File: src/rtl/core/record_table_sort_search_delete_defines.svh
// Assertion macros shared by the record table RTL.
// No dependencies; include after the package is compiled.
`ifndef RECORD_TABLE_SORT_SEARCH_DELETE_DEFINES_SVH
`define RECORD_TABLE_SORT_SEARCH_DELETE_DEFINES_SVH

// Check cons in the same cycle as ante.
`define RTSSD_ASSERT_NOW(lbl, clk, rstn, ante, cons, msg) \
    lbl: assert property (@(posedge clk) disable iff (!rstn) (ante) |-> (cons)) \
        else $error(msg);

// Check cons in the cycle after ante.
`define RTSSD_ASSERT_NEXT(lbl, clk, rstn, ante, cons, msg) \
    lbl: assert property (@(posedge clk) disable iff (!rstn) (ante) |=> (cons)) \
        else $error(msg);

`endif

File: src/rtl/core/rtssd_pkg.sv
// Package for the record table: sizes, record type, codes and index helpers.
// No dependencies.
`timescale 1ns / 1ps

package rtssd_pkg;

    localparam int CAPACITY = 128;
    localparam int IDX_W    = $clog2(CAPACITY);
    localparam int CNT_W    = $clog2(CAPACITY + 1);
    localparam int WIDE_W   = CNT_W + 1;
    localparam int POS_W    = 7;
    localparam int RCNT_W   = 8;

    typedef struct packed {
        logic [63:0] name;
        logic [63:0] number;
        logic [63:0] address;
    } t_rec;

    typedef struct packed {
        logic shift;
        t_rec push;
    } t_ring_ctl;

    typedef enum logic [3:0] {
        OP_APPEND    = 4'd0,
        OP_FIND_NAME = 4'd1,
        OP_FIND_NUM  = 4'd2,
        OP_DEL_NAME  = 4'd3,
        OP_DEL_NUM   = 4'd4,
        OP_MODIFY    = 4'd5,
        OP_SORT_ASC  = 4'd6,
        OP_SORT_DESC = 4'd7,
        OP_READ      = 4'd8
    } t_op;

    typedef enum logic [1:0] {
        STATUS_OK        = 2'd0,
        STATUS_NOT_FOUND = 2'd1,
        STATUS_FULL      = 2'd2,
        STATUS_RANGE     = 2'd3
    } t_status;

    typedef enum logic [2:0] {
        ST_IDLE,
        ST_RUN,
        ST_SORT,
        ST_ALIGN,
        ST_FIN
    } t_state;

    function automatic logic below(input logic [IDX_W-1:0] t, input logic [CNT_W-1:0] c);
        return WIDE_W'(t) < WIDE_W'(c);
    endfunction

    function automatic logic at_count(input logic [IDX_W-1:0] t,
                                      input logic [CNT_W-1:0] c);
        return WIDE_W'(t) == WIDE_W'(c);
    endfunction

    function automatic logic is_last(input logic [IDX_W-1:0] t);
        return WIDE_W'(t) == WIDE_W'(CAPACITY - 1);
    endfunction

    function automatic logic [IDX_W-1:0] inc_idx(input logic [IDX_W-1:0] t);
        return IDX_W'(WIDE_W'(t) + WIDE_W'(1));
    endfunction

    function automatic logic [IDX_W-1:0] cnt_to_idx(input logic [CNT_W-1:0] c);
        return IDX_W'(c);
    endfunction

    function automatic logic ridx_hit(input logic [IDX_W-1:0] t, input logic [POS_W-1:0] r);
        return 32'(t) == 32'(r);
    endfunction

    function automatic logic sort_live(input logic [IDX_W-1:0] p, input logic [IDX_W-1:0] s,
                                       input logic [CNT_W-1:0] c);
        return (WIDE_W'(p) + WIDE_W'(s) + WIDE_W'(1)) < WIDE_W'(c);
    endfunction

    function automatic logic last_pass(input logic [IDX_W-1:0] p, input logic [CNT_W-1:0] c);
        return (WIDE_W'(p) + WIDE_W'(2)) == WIDE_W'(c);
    endfunction

    function automatic logic cnt_full(input logic [CNT_W-1:0] c);
        return WIDE_W'(c) >= WIDE_W'(CAPACITY);
    endfunction

    function automatic logic cnt_lt2(input logic [CNT_W-1:0] c);
        return WIDE_W'(c) < WIDE_W'(2);
    endfunction

    function automatic logic [CNT_W-1:0] cnt_inc(input logic [CNT_W-1:0] c);
        return CNT_W'(WIDE_W'(c) + WIDE_W'(1));
    endfunction

    function automatic logic [CNT_W-1:0] cnt_dec(input logic [CNT_W-1:0] c);
        return CNT_W'(WIDE_W'(c) - WIDE_W'(1));
    endfunction

    function automatic logic [POS_W-1:0] to_pos(input logic [IDX_W-1:0] t);
        return POS_W'(t);
    endfunction

    function automatic logic [RCNT_W-1:0] to_rcnt(input logic [CNT_W-1:0] c);
        return RCNT_W'(c);
    endfunction

endpackage

File: src/rtl/core/rtssd_engine.sv
// Control engine of the record table: walks the ring, runs the sort passes,
// holds the result register. Depends on rtssd_pkg and the defines header.
`timescale 1ns / 1ps
`include "record_table_sort_search_delete_defines.svh"

module rtssd_engine (
    input  logic                  i_clk,
    input  logic                  i_rst_n,
    input  logic                  i_in_valid,
    output logic                  o_in_ready,
    input  logic [3:0]            i_op,
    input  logic [63:0]           i_name_key,
    input  logic [63:0]           i_number_key,
    input  logic [63:0]           i_address_value,
    input  logic [6:0]            i_read_index,
    input  rtssd_pkg::t_rec       i_head,
    input  rtssd_pkg::t_rec       i_next,
    output rtssd_pkg::t_ring_ctl  o_ctl,
    output logic                  o_out_valid,
    input  logic                  i_out_ready,
    output logic [1:0]            o_status,
    output logic [6:0]            o_position,
    output logic [63:0]           o_out_name,
    output logic [63:0]           o_out_number,
    output logic [63:0]           o_out_address,
    output logic [7:0]            o_record_count
);

    rtssd_pkg::t_state                  r_state, n_state;
    rtssd_pkg::t_op                     r_op, n_op;
    rtssd_pkg::t_rec                    r_key, n_key;
    logic [rtssd_pkg::POS_W-1:0]        r_ridx, n_ridx;
    logic [rtssd_pkg::CNT_W-1:0]        r_count, n_count;
    logic [rtssd_pkg::IDX_W-1:0]        r_step, n_step;
    logic [rtssd_pkg::IDX_W-1:0]        r_pass, n_pass;
    logic [rtssd_pkg::IDX_W-1:0]        r_off, n_off;
    rtssd_pkg::t_rec                    r_hold, n_hold;
    logic                               r_found, n_found;
    logic [rtssd_pkg::IDX_W-1:0]        r_pos, n_pos;
    rtssd_pkg::t_rec                    r_res, n_res;
    rtssd_pkg::t_status                 r_status, n_status;
    logic                               r_out_valid, n_out_valid;
    rtssd_pkg::t_status                 r_o_status, n_o_status;
    logic [rtssd_pkg::POS_W-1:0]        r_o_pos, n_o_pos;
    rtssd_pkg::t_rec                    r_o_rec, n_o_rec;
    logic [rtssd_pkg::RCNT_W-1:0]       r_o_count, n_o_count;

    always_comb begin
        rtssd_pkg::t_op  v_op;
        rtssd_pkg::t_rec v_h;
        rtssd_pkg::t_rec v_mod;
        logic            v_live;
        logic            v_hit;
        logic            v_ooo;
        logic            v_by_name;

        n_state     = r_state;
        n_op        = r_op;
        n_key       = r_key;
        n_ridx      = r_ridx;
        n_count     = r_count;
        n_step      = r_step;
        n_pass      = r_pass;
        n_off       = r_off;
        n_hold      = r_hold;
        n_found     = r_found;
        n_pos       = r_pos;
        n_res       = r_res;
        n_status    = r_status;
        n_out_valid = r_out_valid && !i_out_ready;
        n_o_status  = r_o_status;
        n_o_pos     = r_o_pos;
        n_o_rec     = r_o_rec;
        n_o_count   = r_o_count;
        o_ctl.shift = 1'b0;
        o_ctl.push  = i_head;
        v_op        = rtssd_pkg::t_op'(i_op);
        v_h         = i_head;
        v_mod       = '{name: i_head.name, number: r_key.number, address: r_key.address};
        v_live      = rtssd_pkg::below(r_step, r_count);
        v_by_name   = (r_op == rtssd_pkg::OP_FIND_NAME) || (r_op == rtssd_pkg::OP_DEL_NAME);
        v_hit       = 1'b0;
        v_ooo       = 1'b0;

        unique case (r_state)
            rtssd_pkg::ST_IDLE: begin
                if (i_in_valid) begin
                    n_op     = v_op;
                    n_key    = '{name: i_name_key, number: i_number_key,
                                 address: i_address_value};
                    n_ridx   = i_read_index;
                    n_found  = 1'b0;
                    n_pos    = '0;
                    n_res    = '0;
                    n_step   = '0;
                    n_pass   = '0;
                    n_status = rtssd_pkg::STATUS_OK;
                    if (v_op == rtssd_pkg::OP_APPEND && rtssd_pkg::cnt_full(r_count)) begin
                        n_status = rtssd_pkg::STATUS_FULL;
                        n_state  = rtssd_pkg::ST_FIN;
                    end else if (v_op == rtssd_pkg::OP_SORT_ASC ||
                                 v_op == rtssd_pkg::OP_SORT_DESC) begin
                        n_state = rtssd_pkg::cnt_lt2(r_count) ? rtssd_pkg::ST_FIN
                                                              : rtssd_pkg::ST_SORT;
                    end else begin
                        n_state = rtssd_pkg::ST_RUN;
                    end
                end
            end
            rtssd_pkg::ST_RUN: begin
                o_ctl.shift = 1'b1;
                case (r_op)
                    rtssd_pkg::OP_APPEND: begin
                        if (rtssd_pkg::at_count(r_step, r_count)) begin
                            o_ctl.push = r_key;
                        end
                    end
                    rtssd_pkg::OP_FIND_NAME, rtssd_pkg::OP_FIND_NUM,
                    rtssd_pkg::OP_DEL_NAME, rtssd_pkg::OP_DEL_NUM: begin
                        v_hit = v_live && !r_found &&
                                (v_by_name ? (i_head.name == r_key.name)
                                           : (i_head.number == r_key.number));
                        if (v_hit) begin
                            n_found = 1'b1;
                            n_pos   = r_step;
                            n_res   = i_head;
                        end
                        if ((r_op == rtssd_pkg::OP_DEL_NAME || r_op == rtssd_pkg::OP_DEL_NUM)
                            && (r_found || v_hit)) begin
                            o_ctl.push = i_next;
                        end
                    end
                    rtssd_pkg::OP_MODIFY: begin
                        if (v_live && i_head.name == r_key.name) begin
                            o_ctl.push = v_mod;
                            if (!r_found) begin
                                n_found = 1'b1;
                                n_pos   = r_step;
                                n_res   = v_mod;
                            end
                        end
                    end
                    rtssd_pkg::OP_READ: begin
                        if (v_live && rtssd_pkg::ridx_hit(r_step, r_ridx)) begin
                            n_found = 1'b1;
                            n_pos   = r_step;
                            n_res   = i_head;
                        end
                    end
                    default: begin
                    end
                endcase
                if (rtssd_pkg::is_last(r_step)) begin
                    n_state = rtssd_pkg::ST_FIN;
                    case (r_op)
                        rtssd_pkg::OP_APPEND: begin
                            n_count = rtssd_pkg::cnt_inc(r_count);
                            n_pos   = rtssd_pkg::cnt_to_idx(r_count);
                            n_res   = r_key;
                        end
                        rtssd_pkg::OP_FIND_NAME, rtssd_pkg::OP_FIND_NUM,
                        rtssd_pkg::OP_MODIFY: begin
                            if (!n_found) begin
                                n_status = rtssd_pkg::STATUS_NOT_FOUND;
                            end
                        end
                        rtssd_pkg::OP_DEL_NAME, rtssd_pkg::OP_DEL_NUM: begin
                            if (n_found) begin
                                n_count = rtssd_pkg::cnt_dec(r_count);
                            end else begin
                                n_status = rtssd_pkg::STATUS_NOT_FOUND;
                            end
                        end
                        rtssd_pkg::OP_READ: begin
                            if (!n_found) begin
                                n_status = rtssd_pkg::STATUS_RANGE;
                            end
                        end
                        default: begin
                        end
                    endcase
                end else begin
                    n_step = rtssd_pkg::inc_idx(r_step);
                end
            end
            rtssd_pkg::ST_SORT: begin
                o_ctl.shift = 1'b1;
                v_h = (r_step == '0) ? i_head : r_hold;
                if (rtssd_pkg::is_last(r_step)) begin
                    o_ctl.push = r_hold;
                    n_step     = '0;
                    if (rtssd_pkg::last_pass(r_pass, r_count)) begin
                        n_off   = rtssd_pkg::inc_idx(r_pass);
                        n_state = rtssd_pkg::ST_ALIGN;
                    end else begin
                        n_pass = rtssd_pkg::inc_idx(r_pass);
                    end
                end else begin
                    v_ooo = rtssd_pkg::sort_live(r_pass, r_step, r_count) &&
                            ((r_op == rtssd_pkg::OP_SORT_DESC) ? (v_h.name < i_next.name)
                                                               : (v_h.name > i_next.name));
                    o_ctl.push = v_ooo ? v_h : i_next;
                    n_hold     = v_ooo ? i_next : v_h;
                    n_step     = rtssd_pkg::inc_idx(r_step);
                end
            end
            rtssd_pkg::ST_ALIGN: begin
                o_ctl.shift = 1'b1;
                if (rtssd_pkg::is_last(r_off)) begin
                    n_off   = '0;
                    n_state = rtssd_pkg::ST_FIN;
                end else begin
                    n_off = rtssd_pkg::inc_idx(r_off);
                end
            end
            rtssd_pkg::ST_FIN: begin
                if (!r_out_valid || i_out_ready) begin
                    n_out_valid = 1'b1;
                    n_o_status  = r_status;
                    n_o_pos     = rtssd_pkg::to_pos(r_pos);
                    n_o_rec     = r_res;
                    n_o_count   = rtssd_pkg::to_rcnt(r_count);
                    n_state     = rtssd_pkg::ST_IDLE;
                end
            end
            default: begin
                n_state = rtssd_pkg::ST_IDLE;
            end
        endcase
    end

    always_ff @(posedge i_clk) begin
        if (!i_rst_n) begin
            r_state     <= rtssd_pkg::ST_IDLE;
            r_count     <= '0;
            r_out_valid <= 1'b0;
            r_off       <= '0;
        end else begin
            r_state     <= n_state;
            r_count     <= n_count;
            r_out_valid <= n_out_valid;
            r_off       <= n_off;
        end
    end

    always_ff @(posedge i_clk) begin
        r_op       <= n_op;
        r_key      <= n_key;
        r_ridx     <= n_ridx;
        r_step     <= n_step;
        r_pass     <= n_pass;
        r_hold     <= n_hold;
        r_found    <= n_found;
        r_pos      <= n_pos;
        r_res      <= n_res;
        r_status   <= n_status;
        r_o_status <= n_o_status;
        r_o_pos    <= n_o_pos;
        r_o_rec    <= n_o_rec;
        r_o_count  <= n_o_count;
    end

    assign o_in_ready     = (r_state == rtssd_pkg::ST_IDLE);
    assign o_out_valid    = r_out_valid;
    assign o_status       = r_o_status;
    assign o_position     = r_o_pos;
    assign o_out_name     = r_o_rec.name;
    assign o_out_number   = r_o_rec.number;
    assign o_out_address  = r_o_rec.address;
    assign o_record_count = r_o_count;

    `RTSSD_ASSERT_NOW(a_count_cap, i_clk, i_rst_n, 1'b1, !rtssd_pkg::cnt_full(r_count) || (r_count == rtssd_pkg::CNT_W'(rtssd_pkg::CAPACITY)), "count above capacity")
    `RTSSD_ASSERT_NEXT(a_accept_busy, i_clk, i_rst_n, i_in_valid && o_in_ready, r_state != rtssd_pkg::ST_IDLE, "accepted item left engine idle")
    `RTSSD_ASSERT_NOW(a_sort_count, i_clk, i_rst_n, r_state == rtssd_pkg::ST_SORT, !rtssd_pkg::cnt_lt2(r_count), "sort pass with fewer than two records")
    `RTSSD_ASSERT_NOW(a_align_off, i_clk, i_rst_n, r_state == rtssd_pkg::ST_ALIGN, r_off != '0, "ring realign from zero offset")

endmodule
File: config.mk
export PLATFORM = sky130hd
export DESIGN_NAME = rtssd_engine
export DESIGN_NICKNAME = d
export VERILOG_FILES = /design/src/rtl/core/rtssd_pkg.sv /design/src/rtl/core/rtssd_engine.sv
export VERILOG_INCLUDE_DIRS = /design/src /design/src/rtl/core
export SDC_FILE = /design/constraint.sdc
export NUM_CORES = 2
export LEC_CHECK = 0
export BUFFER_PORTS_ARGS = -buffer_cell sky130_fd_sc_hd__buf_2
export CORE_AREA = 10 10 382 384
export DETAILED_ROUTE_END_ITERATION = 10
export DIE_AREA = 0 0 392 394
export PLACE_DENSITY = 0.67
export SYNTH_ARGS = -nofsm -noshare
export SYNTH_HDL_FRONTEND = slang
export SYNTH_SLANG_ARGS = --single-unit
export TNS_END_PERCENT = 1
File: constraint.sdc
create_clock -name i_clk -period 9.11 [get_ports i_clk]
set_input_delay 1.822 -clock i_clk [delete_from_list [all_inputs] [get_ports i_clk]]
set_output_delay 1.822 -clock i_clk [all_outputs]
set_load 0.02 [all_outputs]
==> run_summary.xml <==
<?xml version="1.0" encoding="UTF-8"?>
<metrics>
  <group name="global_route">
    <metric name="number_of_global_route_vias_before_repair" unit="">46000</metric>
    <metric name="globalRouteTotalUtil" unit="">0.2847</metric>
    <metric name="maximum_number_of_pins_on_one_net_before_global_route_repair" unit="">167</metric>
    <metric name="grt_pass1_wl" unit="um">330800</metric>
    <metric name="antenna_violations_before_repair" unit="">107</metric>
    <metric name="grt.overflow.total" unit="">0</metric>
  </group>
  <group name="synth">
    <metric name="synth-async-reset-ratio" unit="">0</metric>
    <metric name="yosysSeqAreaShare" unit="">0.4708</metric>
    <metric name="avgSynthCellArea" unit="um2">10.65</metric>
    <metric name="netlist-cell-type-count" unit="">65</metric>
    <metric name="postSynth.topFlopCell" unit="">sky130_fd_sc_hd__edfxtp_1</metric>
    <metric name="syn-instance-count" unit="">4986</metric>
    <metric name="synth_enable_flop_cells" unit="">820</metric>
    <metric name="synth.yosys.warnings" unit="">0</metric>
    <metric name="register_bit_total_from_synthesis" unit="">839</metric>
    <metric name="synthesis.area" unit="um2">53110</metric>
    <metric name="net_count_after_synthesis" unit="">5675</metric>
  </group>
  <group name="final_layout">
    <metric name="layout.cells.most_common" unit="">sky130_fd_sc_hd__buf_2</metric>
    <metric name="layout.nets" unit="">6387</metric>
    <metric name="nFillCells" unit="">12990</metric>
    <metric name="most_used_cells_in_the_layout_excluding_fill_and_tap_cells" unit="">sky130_fd_sc_hd__buf_2 (994), sky130_fd_sc_hd__edfxtp_1 (820), sky130_fd_sc_hd__mux2i_1 (710)</metric>
    <metric name="layoutNonFillerInstCount" unit="">7663</metric>
    <metric name="areaGrowthSynthToFinish" unit="%">19.39</metric>
    <metric name="drive_gt1_frac" unit="">0.2210</metric>
    <metric name="layout.core_utilization" unit="">0.4578</metric>
  </group>
  <group name="min_path">
    <metric name="min-delay-path-class" unit="">register to register</metric>
  </group>
  <group name="worst_setup_path">
    <metric name="worst_setup_path_end_kind" unit="">output port</metric>
    <metric name="crit_path_start_kind" unit="">register</metric>
    <metric name="worstSetupPathType" unit="">register to output port</metric>
    <metric name="slowest_stage_cell_on_the_critical_path" unit="">sky130_fd_sc_hd__o2111a_4</metric>
    <metric name="crit_required" unit="ps">7290</metric>
    <metric name="critPathMaxStageDelay" unit="ps">570</metric>
    <metric name="critical_path.max_fanout" unit="">52</metric>
    <metric name="signal_arrival_time_at_the_worst_endpoint" unit="ps">6970</metric>
    <metric name="critical_path.cell_chain" unit="">nor4_1, nand3_4, buf_4, mux2i_1, inv_1, ha_1, a21oi_1, o21ai_0, a221oi_1, o211ai_1, a21oi_1, nand2b_1, o2111a_4, buf_12, buf_4, nor2_1, o211ai_1, buf_2</metric>
  </group>
  <group name="timing">
    <metric name="grt_setup_unrepaired" unit="">false</metric>
    <metric name="final_hold_viol_count" unit="">0</metric>
    <metric name="skew" unit="ps">46.90</metric>
    <metric name="final.setup.tns" unit="ps">0</metric>
    <metric name="finalWorstSetupSlack" unit="ps">315.6</metric>
    <metric name="layout_min_cycle_time" unit="ps">8794</metric>
    <metric name="max_freq" unit="MHz">113.7</metric>
    <metric name="final_min_period_over_clock_period" unit="">0.9654</metric>
    <metric name="setup_violations" unit="">0</metric>
    <metric name="worst_slew_pin_slew" unit="ps">1397</metric>
    <metric name="fin_hold_ws" unit="ps">422.6</metric>
    <metric name="slew_viol_final" unit="">0</metric>
    <metric name="max_slew_headroom" unit="">0.06865</metric>
  </group>
  <group name="clocking">
    <metric name="cts.reportedPaths.clkPinSlew" unit="ps">60</metric>
    <metric name="cts_max_level" unit="">3</metric>
    <metric name="post-cts-setup-buffer-count" unit="">0</metric>
    <metric name="cts_tree" unit="">built</metric>
    <metric name="tritoncts.num_buffers" unit="">100</metric>
    <metric name="cts-root-to-sink-buffers" unit="">3</metric>
    <metric name="ctsRootBufferMaster" unit="">sky130_fd_sc_hd__clkbuf_16</metric>
    <metric name="clkSinkCount" unit="">839</metric>
    <metric name="cts.hold.buffers_added" unit="">0</metric>
    <metric name="insertion_delay" unit="ps">740</metric>
  </group>
  <group name="detailed_routing">
    <metric name="wl_per_cell" unit="um">30.35</metric>
    <metric name="vias_per_cell" unit="">6.311</metric>
    <metric name="drt-pass1-iter-count" unit="">9</metric>
    <metric name="drtAntennaViolNets" unit="">0</metric>
    <metric name="drt_iter0_markers" unit="">6210</metric>
    <metric name="via_count" unit="">48370</metric>
    <metric name="post_detailed_routing_wire_length" unit="um">232600</metric>
    <metric name="drcViolationCount" unit="">0</metric>
  </group>
  <group name="power">
    <metric name="p_per_area" unit="nW/um2">288.2</metric>
    <metric name="static_leakage" unit="nW">26.76</metric>
    <metric name="ir_worst_vdd" unit="V">0.0002455</metric>
  </group>
  <group name="outcome">
    <metric name="outcome" unit="">finished clean</metric>
  </group>
  <group name="floorplanning">
    <metric name="fp-row-count" unit="">137</metric>
    <metric name="start_util" unit="">0.3835</metric>
    <metric name="die_width" unit="um">392</metric>
    <metric name="die_area" unit="um2">154400</metric>
    <metric name="pin_count" unit="">995</metric>
    <metric name="design.core.area" unit="um2">138500</metric>
    <metric name="die_height" unit="um">394</metric>
  </group>
  <group name="placed_design">
    <metric name="place_hpwl" unit="um">159500</metric>
    <metric name="globalplace.congestion" unit="">0.9340</metric>
    <metric name="placed_cells_incl_taps" unit="">7403</metric>
    <metric name="pre_cts_slack" unit="ps">1031</metric>
    <metric name="portBuffers" unit="">994</metric>
  </group>
  <group name="flow_run">
    <metric name="timing.max_cap.violations" unit="">0</metric>
  </group>
</metrics>
==> registers in the layout, indices dropped and copies added, names as in the netlist, 8 cells and up <==
signal and cells:
o_record_count 8, r_hold 192, o_out_number 64, r_key 192, r_res 192, r_count 8, o_out_address 64, o_out_name 64
==> synthesized netlist by cell type, types with 30 or more instances <==
| library cell | n | area [um2] |
|---|---|---|
| sky130_fd_sc_hd__nand2_1 | 180 | 675.7 |
| sky130_fd_sc_hd__buf_2 | 59 | 295.3 |
| sky130_fd_sc_hd__a22oi_1 | 129 | 968.4 |
| sky130_fd_sc_hd__buf_1 | 44 | 165.2 |
| sky130_fd_sc_hd__xor2_1 | 86 | 753.2 |
| sky130_fd_sc_hd__inv_1 | 287 | 1077 |
| sky130_fd_sc_hd__nor3_1 | 85 | 425.4 |
| sky130_fd_sc_hd__xnor2_1 | 81 | 709.4 |
| sky130_fd_sc_hd__a222oi_1 | 64 | 640.6 |
| sky130_fd_sc_hd__a22o_1 | 193 | 1690 |
| sky130_fd_sc_hd__a311o_1 | 64 | 640.6 |
| sky130_fd_sc_hd__a21oi_1 | 304 | 1521 |
| sky130_fd_sc_hd__a21o_1 | 205 | 1539 |
| sky130_fd_sc_hd__nor4_1 | 30 | 187.7 |
| sky130_fd_sc_hd__clkbuf_1 | 377 | 1415 |
| sky130_fd_sc_hd__o311ai_0 | 65 | 569.3 |
| sky130_fd_sc_hd__o211ai_1 | 67 | 503.0 |
| sky130_fd_sc_hd__ha_1 | 96 | 1201 |
| sky130_fd_sc_hd__nand4_1 | 36 | 225.2 |
| sky130_fd_sc_hd__nor2_1 | 370 | 1389 |
| sky130_fd_sc_hd__o21ai_0 | 170 | 850.8 |
| sky130_fd_sc_hd__edfxtp_1 | 820 | 24620 |
| sky130_fd_sc_hd__mux2i_1 | 710 | 7107 |
| sky130_fd_sc_hd__o221ai_1 | 255 | 2233 |
| sky130_fd_sc_hd__and2_1 | 72 | 450.4 |
==> routing by layer <==
layer / up-vias / wire (um) / GRT usage
met5: - / 368 / 0
met4: 58 / 13380 / 0.1514
met3: 609 / 23880 / 0.07232
met2: 3080 / 105800 / 0.4439
met1: 23810 / 89190 / 0.3605
li1: 20810 / - / -
==> per-stage QoR <==
step	total power, mW	instance area (um2)
final	18.27	63410
after global routing	19.06	63360
after CTS	18.24	63220
after detailed placement	13.90	59740
after global placement	13.76	59740
after floorplan	11.09	53120
==> power by group <==
| part | total [mW] | switching, mW | internal [mW] |
|---|---|---|---|
| Sequential | 6.29 | 0.599 | 5.69 |
| Combinational | 7.66 | 5.28 | 2.38 |
| Clock | 4.32 | 1.81 | 2.51 |
| Total | 18.3 | 7.69 | 10.6 |
==> cell type report <==
class,count,area (um2),area share
multi-input cells,3374,25330,0.3994
flip-flops and latches,839,25000,0.3943
repair buffers,1094,6051,0.09542
clock buffers,111,2586,0.04078
well taps,1807,2261,0.03565
inverters,289,1107,0.01746
clock inverters,75,893.4,0.01409
diodes,74,185.2,0.002920
==> repair_timing <==
action	in CTS	in global routing
setup endpoints to repair	0	19
gates resized for setup	0	2
hold endpoints to repair	0	0
==> critical path, delay by kind of cell, from the launching register on <==
kind,cells,cell delay [ps]
DFF,1,540
buffers and inverters,5,1360
and+or+nand+nor,4,1350
muxes,1,260
AOI/OAI and AO/OA,7,2320
adders and majority gates,1,290
==> path summary, 6_finish.rpt <==
path                             startpoint     endpoint  slack [ps]  cells after the start
worst max register to register    r_step[3]   r_hold[53]        1560                     17
worst max-delay path              r_step[3]    o_ctl[28]         320                     18
worst min register to register  r_status[1]  o_status[1]         420                      0
worst min-delay path            r_status[1]  o_status[1]         420                      0
==> kinds of logic after synthesis <==
group	Yosys count	synth area share
AOI/OAI and AO/OA	1563	0.2174
DFF	839	0.4708
and+or+nand+nor	836	0.07060
buffers and inverters	773	0.05651
muxes	710	0.1338
xor gates and xnor gates	167	0.02754
adders and majority gates	98	0.02337
No activity file was read; power rests on OpenSTA's default activity.
